`src/hw/rtl/nearest_point_association_core_macros.svh`:
```
// assertion macros for the nearest point association core
// used by files that check their own control logic; needs clk and rst in scope
`ifndef NEAREST_POINT_ASSOCIATION_CORE_MACROS_SVH
`define NEAREST_POINT_ASSOCIATION_CORE_MACROS_SVH

// same-cycle implication, disabled during reset
`define NPA_ASSERT_IMP(lbl, ante, cons, msg) \
  lbl: assert property (@(posedge clk) disable iff (rst) (ante) |-> (cons)) \
    else $error(msg);

// next-cycle implication, disabled during reset
`define NPA_ASSERT_NEXT(lbl, ante, cons, msg) \
  lbl: assert property (@(posedge clk) disable iff (rst) (ante) |=> (cons)) \
    else $error(msg);

`endif

```
`src/hw/rtl/npa_pkg.sv`:
```
// shared types and constants for the nearest point association core
// no dependencies
`timescale 1ns / 1ps

package npa_pkg;

  localparam int MAX_REFERENCE_POINTS = 1024;
  localparam int ADDR_W               = $clog2(MAX_REFERENCE_POINTS);
  localparam int CNT_W                = $clog2(MAX_REFERENCE_POINTS + 1);
  localparam int COORD_W              = 16;
  localparam int POINT_W              = 2 * COORD_W;
  localparam int SQ_W                 = 2 * COORD_W;
  localparam int DIST_W               = 34;
  localparam int MATCH_INDEX_W        = 10;
  localparam int MODE_W               = 2;

  typedef enum logic [MODE_W-1:0] {
    MODE_CLEAR  = 2'd0,
    MODE_APPEND = 2'd1,
    MODE_QUERY  = 2'd2
  } npa_mode_t;

  typedef enum logic [1:0] {
    ST_IDLE,
    ST_SCAN,
    ST_PUSH
  } npa_state_t;

  // stored point entering the distance unit
  typedef struct packed {
    logic              vld;
    logic [ADDR_W-1:0] idx;
  } npa_tag_t;

  // squared distance leaving the distance unit
  typedef struct packed {
    logic              vld;
    logic [ADDR_W-1:0] idx;
    logic [DIST_W-1:0] sq_dist;
  } npa_dres_t;

endpackage

```
`src/hw/rtl/npa_dist.sv`:
```
// pipelined squared distance unit: abs difference, square, sum
// depends on npa_pkg
`timescale 1ns / 1ps

module npa_dist (
  input  logic                               clk,
  input  logic                               rst,
  input  logic signed [npa_pkg::COORD_W-1:0] qx,
  input  logic signed [npa_pkg::COORD_W-1:0] qy,
  input  logic [npa_pkg::POINT_W-1:0]        ref_pt,
  input  npa_pkg::npa_tag_t                  tag_in,
  output npa_pkg::npa_dres_t                 dres,
  output logic                               busy
);
  import npa_pkg::*;

  logic signed [COORD_W-1:0] rx, ry;
  logic signed [COORD_W:0]   dx, dy, dx_neg, dy_neg;
  logic [COORD_W-1:0]        ax_c, ay_c;

  logic                v1, v2, v3;
  logic [ADDR_W-1:0]   i1, i2, i3;
  logic [COORD_W-1:0]  ax, ay;
  logic [SQ_W-1:0]     sx, sy;
  logic [DIST_W-1:0]   dsum;

  always_comb begin
    rx     = ref_pt[COORD_W-1:0];
    ry     = ref_pt[POINT_W-1:COORD_W];
    dx     = {qx[COORD_W-1], qx} - {rx[COORD_W-1], rx};
    dy     = {qy[COORD_W-1], qy} - {ry[COORD_W-1], ry};
    dx_neg = -dx;
    dy_neg = -dy;
    // magnitude of a 17-bit difference always fits in 16 bits
    ax_c   = dx[COORD_W] ? dx_neg[COORD_W-1:0] : dx[COORD_W-1:0];
    ay_c   = dy[COORD_W] ? dy_neg[COORD_W-1:0] : dy[COORD_W-1:0];
  end

  always_ff @(posedge clk) begin
    if (rst) begin
      v1 <= 1'b0;
      v2 <= 1'b0;
      v3 <= 1'b0;
    end else begin
      v1 <= tag_in.vld;
      v2 <= v1;
      v3 <= v2;
    end
    i1   <= tag_in.idx;
    ax   <= ax_c;
    ay   <= ay_c;
    i2   <= i1;
    sx   <= ax * ax;
    sy   <= ay * ay;
    i3   <= i2;
    dsum <= DIST_W'(sx) + DIST_W'(sy);
  end

  assign dres.vld     = v3;
  assign dres.idx     = i3;
  assign dres.sq_dist = dsum;
  assign busy         = v1 | v2 | v3;

endmodule

```
`config.mk`:
```
export PLATFORM = sky130hd
export DESIGN_NAME = npa_dist
export DESIGN_NICKNAME = d
export VERILOG_FILES = /design/src/hw/rtl/nearest_point_association_core_macros.svh /design/src/hw/rtl/npa_pkg.sv /design/src/hw/rtl/npa_dist.sv
export SDC_FILE = /design/constraint.sdc
export NUM_CORES = 1
export LEC_CHECK = 0
export CAP_MARGIN = 20
export CORE_UTILIZATION = 45
export DETAILED_ROUTE_END_ITERATION = 10
export DONT_BUFFER_PORTS = 1
export HOLD_SLACK_MARGIN = 0.1
export PLACE_DENSITY_LB_ADDON = 0.05
export SETUP_SLACK_MARGIN = 0.3
export SYNTH_ARGS = -nofsm -noshare
export SYNTH_HDL_FRONTEND = slang
export SYNTH_SLANG_ARGS = --single-unit
export TNS_END_PERCENT = 10
```
`constraint.sdc`:
```
create_clock -name clk -period 6.7 [get_ports clk]
set_input_delay 0.67 -clock clk [delete_from_list [all_inputs] [get_ports clk]]
set_output_delay 0.67 -clock clk [all_outputs]
set_load 0.02 [all_outputs]
```
* Yosys cells after proc, flatten, opt, wreduce, memory -nomap -nowiden
Cells that the tools add are included.
** Operators by class
- Add/sub/neg operators :: 5
- Multipliers :: 2
- Mux-type cells :: 2
- Bitwise operators :: 2
** Operators by type and width (count)
- multiplier 16 x 16 -> 32 bit :: 2
- subtractor 16 x 16 -> 17 bit :: 2
- adder 32 x 32 -> 33 bit :: 1
- two-way mux 16 bit :: 2
- negator 16 bit :: 2
- OR 1 bit :: 2
** Word-level totals
- Register bits after elaboration :: 162
- Input bits :: 77
- Output and inout port bits :: 46

* Depth between registers and ports, before layout
- Word-level depth :: 3
- Mapped depth :: 26
- Gate-level depth less buffers :: 24

* Least setup slack after synthesis
No wires, ideal clock.
- Path type :: reg-to-reg
- Start point :: register ax[1]
- End point :: register sx[30]
- Library setup time :: 0.072 ns
- Arrival time :: 5.911 ns
- Required time :: 6.628 ns
- Slack :: 0.716 ns
- Stages on the path, launching flop included :: 23
- Buffers on the path :: 2
- Clock period less this slack :: 5.984 ns
- Path through :: dfxtp_1 -> clkbuf_1 -> clkbuf_1 -> nand2_1 -> fa_1 -> inv_1 -> fa_1 -> inv_1 -> fa_1 -> fa_1 -> fa_1 -> fa_1 -> inv_1 -> ha_1 -> a21oi_1 -> o21ai_0 -> a221oi_1 -> o31a_1 -> a21oi_1 -> a211oi_1 -> o31ai_1 -> a21oi_1 -> xnor2_1
** On the way
- Cells in the longest elaborated chain, start to end :: 1
** Ends and longest elaborated chain
- from (decl) :: line npa_dist.sv:23 : logic [COORD_W-1:0] ax, ay;
- from (signal assigned) :: line npa_dist.sv:50 : ax <= ax_c;
- multiplier 16 x 16 -> 32 bit :: line npa_dist.sv:53 : sx <= ax * ax;
- to (signal assigned) :: line npa_dist.sv:53
- to (decl) :: line npa_dist.sv:24 : logic [SQ_W-1:0] sx, sy;
Every way passes these cells.
A chain may end at the register's enable or synchronous reset.

* Worst setup path in the final report
- Start point :: register ay[2]
- End point :: register sy[30]
** On the way
- Cells in the longest elaborated chain, start to end :: 1
** Ends and longest elaborated chain
- from (decl) :: line npa_dist.sv:23
- from (signal assigned) :: line npa_dist.sv:51 : ay <= ay_c;
- multiplier 16 x 16 -> 32 bit :: line npa_dist.sv:54 : sy <= ay * ay;
- to (signal assigned) :: line npa_dist.sv:54
- to (decl) :: line npa_dist.sv:24
Every way passes these cells.

==> summary.txt <==
Run status
  • Status: completed

Global route
  • Global routing usage summed across all routing layers: 19.8%
  • Met3 Track Usage GR: 2.69%
  • Aggregate global routing overflow: 0
  • Number of global-route vias before repair: 15300
  • Global-route wire length before repair: 74800 um
  • Pin count of the biggest net entering global routing: 17
  • Antenna violations before repair: 7
  • Global-route layer with the greatest usage: met2
  • Met1 track demand over resource: 27.8%
  • GR Layer Usage met2: 32.6%

Die
  • Die span in y: 219 um
  • Die Area: 0.0480 mm2
  • Effective utilization at floorplan: 45.6%
  • Num rows: 79
  • Top-level port count: 123
  • Horizontal die dimension: 219 um
  • Placeable core area: 0.0465 mm2

Timing
  • Endpoints failing hold: 0
  • Final Max Slew Viols: 0
  • Post-route clock skew: 0.0182 ns
  • Period Utilization, post-route: 91.9%
  • Period minus WS final: 6.16 ns
  • Slew @ Worst Pin: 0.880 ns
  • Aggregate negative setup slack: 0 ns
  • Worst-case headroom to the max-slew limit: 41.1%
  • FMAX: 162 MHz
  • Number of endpoints failing setup at the final stage: 0
  • Setup repair after global routing missed its margin: true

Critical path
  • Crit Path Class: flip-flop to flip-flop
  • CP Data Required Time: 7.08 ns
  • Slowest stage delay, CP: 0.53 ns
  • Cells traversed along the worst timing path: buf_4 > and2_1 > fa_1 > inv_1 > fa_1 > inv_1 > fa_1 > inv_1 > fa_1 > inv_1 > fa_1 > inv_1 > fa_1 > inv_1 > ha_2 > and3_1 > nand3_1 > or3_1 > nand3_1 > o211a_1 > o21ai_1 > and2_1 > o21ai_1 > xor2_1
  • Count of cells along the worst register-to-register path: 24
  • Element type at the critical path end: flip-flop
  • Crit-path slowest cell: sky130_fd_sc_hd__fa_1
  • Type of element launching the critical path: flip-flop
  • CP endpoint: sy[30]
  • Reg2Reg Capture Point: sy[30]
  • Launch point of the critical path: ay[2]
  • Critical path peak fanout: 7
  • Critical Path AT: 6.53 ns
  • Register-to-Register Setup Slack: 0.54 ns
  • Launch instance of the worst register-to-register path: ay[2]

Detailed routing
  • Vias/cell: 5.01
  • First-pass iteration count of the detailed router: 5
  • Count of nets left with antenna violations after detail routing: 0
  • Number of design-rule violations left by the first detailed-router iteration: 612
  • Final WL: 44900 um
  • Remaining routing DRC violations: 0
  • Vias after detailed routing: 15000
  • Average wire length per cell after detail routing: 15.0 um

Layout
  • Area of the multi-input gates: 0.0157 mm2
  • Register area: 0.00323 mm2
  • Layout overhead on the synthesized area: 7.57%
  • Layout fillers: 4551
  • NumNets Final: 3036
  • Fraction of final layout cells sized beyond drive strength 1: 5.17%

Yosys
  • Primary flip-flop cell chosen by synthesis mapping: sky130_fd_sc_hd__dfxtp_1
  • Synthesized Nets: 3015
  • Mean Syn Cell Area: 9.03 um2
  • Total standard cell area after synthesis: 0.0212 mm2
  • Share of flip-flops with an asynchronous set or reset after synthesis: 0%
  • Synthesized flop and latch total: 160
  • Post-synthesis cell type with the largest combined area: sky130_fd_sc_hd__fa_1
  • Yosys warning total: 0
  • Number of flops mapped to enable cells by yosys: 0
  • Yosys top cell area share: 30.8%
  • Share of the yosys chip area belonging to registers: 15.1%
  • Cell types occupying the most area after synthesis: sky130_fd_sc_hd__fa_1, sky130_fd_sc_hd__ha_1, sky130_fd_sc_hd__dfxtp_1
  • Instance count of the mapped netlist: 2347
  • Post-synth cell types: 70

Flow run
  • Reported max-cap violation count: 0

CTS
  • Clock tree root buffer cell: sky130_fd_sc_hd__clkbuf_16
  • Max Buffers Root-to-Sink: 2
  • Clock-pin slew on the worst setup and hold paths: 0.08 ns
  • Clock latency reported for the late side of the worst-skew pair: 0.45 ns
  • # H-tree levels: 4
  • Post-CTS Setup Inserts: 0
  • CTS Hold Bufs: 0
  • Number of CTS-inserted buffers: 17
  • CTS tree: done
  • Clock sinks: 160

Place
  • Routability congestion estimate: 0.877
  • Final HPWL from detailed placement: 39100 um
  • Number of input and output port buffers inserted: 0

Min path
  • Depth of the worst hold-timing path: 0
  • Worst min-delay path class: input pin to flip-flop
[how the worst min path moves through the flow]
stage	start	endpoint	slack [ns]
CTS	tag_in[7]	i1[7]	0.20
global placement	i2[0]	i3[0]	0.31
detailed placement	i1[0]	i2[0]	0.31
floorplan	i1[0]	i2[0]	0.31
finish	tag_in[8]	i1[8]	0.23
global route	tag_in[7]	i1[7]	0.21
[critical path: cells and delay by family (launching register included)]
kind	cells	cell delay, ns
DFF	1	0.40
AOI/OAI and AO/OA	3	0.54
and+or+nand+nor	6	1.09
buffers and inverters	7	0.52
xor gates and xnor gates	1	0.16
adders and majority gates	7	3.37
[cell usage in the layout (no fill, tap or decap), types with 39 or more instances in the layout]
cell,synthesis,final
sky130_fd_sc_hd__a21oi_1,90,90
sky130_fd_sc_hd__and2_1,85,85
sky130_fd_sc_hd__buf_4,2,48
sky130_fd_sc_hd__dfxtp_1,160,143
sky130_fd_sc_hd__fa_1,326,326
sky130_fd_sc_hd__ha_1,265,264
sky130_fd_sc_hd__inv_1,568,568
sky130_fd_sc_hd__nand2_1,184,184
sky130_fd_sc_hd__nor2_1,117,117
sky130_fd_sc_hd__o21ai_0,40,39
sky130_fd_sc_hd__xnor2_1,96,96
sky130_fd_sc_hd__xor2_1,39,39
[registers in the layout, summed over array words and instances, names as in the netlist]
register	flops
ay	16
sx	31
v3	1
v2	1
ax	16
sy	31
i3	10
i2	10
i1	10
v1	1
dsum	33
[metal layers]
layer  share of wire [%]  vias up  wire, um
li1                    -     7344         -
met1                  48     7346     21300
met2                  47      255     21300
met3                 4.0       34      1780
met4                 1.1        2       510
met5               0.029        -        13
[cells in the mapped netlist, drive strengths merged, types with 3 or more instances]
master / instances
inv: 568
fa: 326
ha: 265
nand2: 184
dfxtp: 160
nor2: 117
xnor2: 96
a21oi: 90
and2: 85
o21ai: 49
clkbuf: 44
xor2: 39
a21o: 29
nor2b: 29
nor3: 28
nand3: 27
o21a: 20
nand2b: 19
and3: 15
a211oi: 13
a31oi: 13
or3: 10
o21bai: 9
a31o: 7
o311ai: 7
o31ai: 7
a211o: 5
a21boi: 5
a221oi: 5
a311oi: 5
mux2: 5
o2111ai: 5
or2: 5
nand4: 4
o31a: 4
a41oi: 3
o211ai: 3
or4: 3
[layout make-up]
class / count / area share [%]
inverter: 568 / 9.35
tap: 607 / 3.33
clock buffer: 18 / 1.93
sequential: 160 / 14.2
antenna: 1 / 0.0110
multi-input combinational: 1573 / 68.9
timing repair buffer: 48 / 1.58
clock inverter: 14 / 0.757
[what timing repair did]
action                     in CTS  in global routing
setup endpoints to repair       7                 20
hold endpoints to repair        0                  0
pin swaps                       0                  2
gates resized for setup         2                 24
[cell families (layout without fill, tap and decap cells)]
logic type      count (synthesis)  in the layout  share of synthesized area, %
xor+xnor                      135            135                          5.58
mux                             7              7                         0.360
other cells                     1              2                        0.0177
buf+inv                       614            648                          10.9
compound gates                295            295                          9.09
flops                         160            160                          15.1
simple gates                  544            544                          12.5
fa+ha+maj                     591            591                          46.4
[per-stage QoR]
| stage | std cells | util [%] | cell area [um2] | setup WS, ns | hold WS [ns] |
|---|---|---|---|---|---|
| 5_1_grt | 2988 | 49.1 | 22800 | 0.257 | 0.205 |
| 3_5_place_dp | 2956 | 47.6 | 22100 | 0.142 | 0.312 |
| 6_report | 2989 | 49.1 | 22800 | 0.545 | 0.234 |
| 2_1_floorplan | 2347 | - | 21200 | 0.716 | 0.310 |
| 4_1_cts | 2988 | 49.0 | 22800 | 0.292 | 0.204 |
| 3_3_place_gp | 2956 | 47.6 | 22100 | 0.318 | 0.310 |
Power is left out: the tool's default activity adds up to more than one toggle a clock period on the data nets, which glitch-free logic cannot reach.
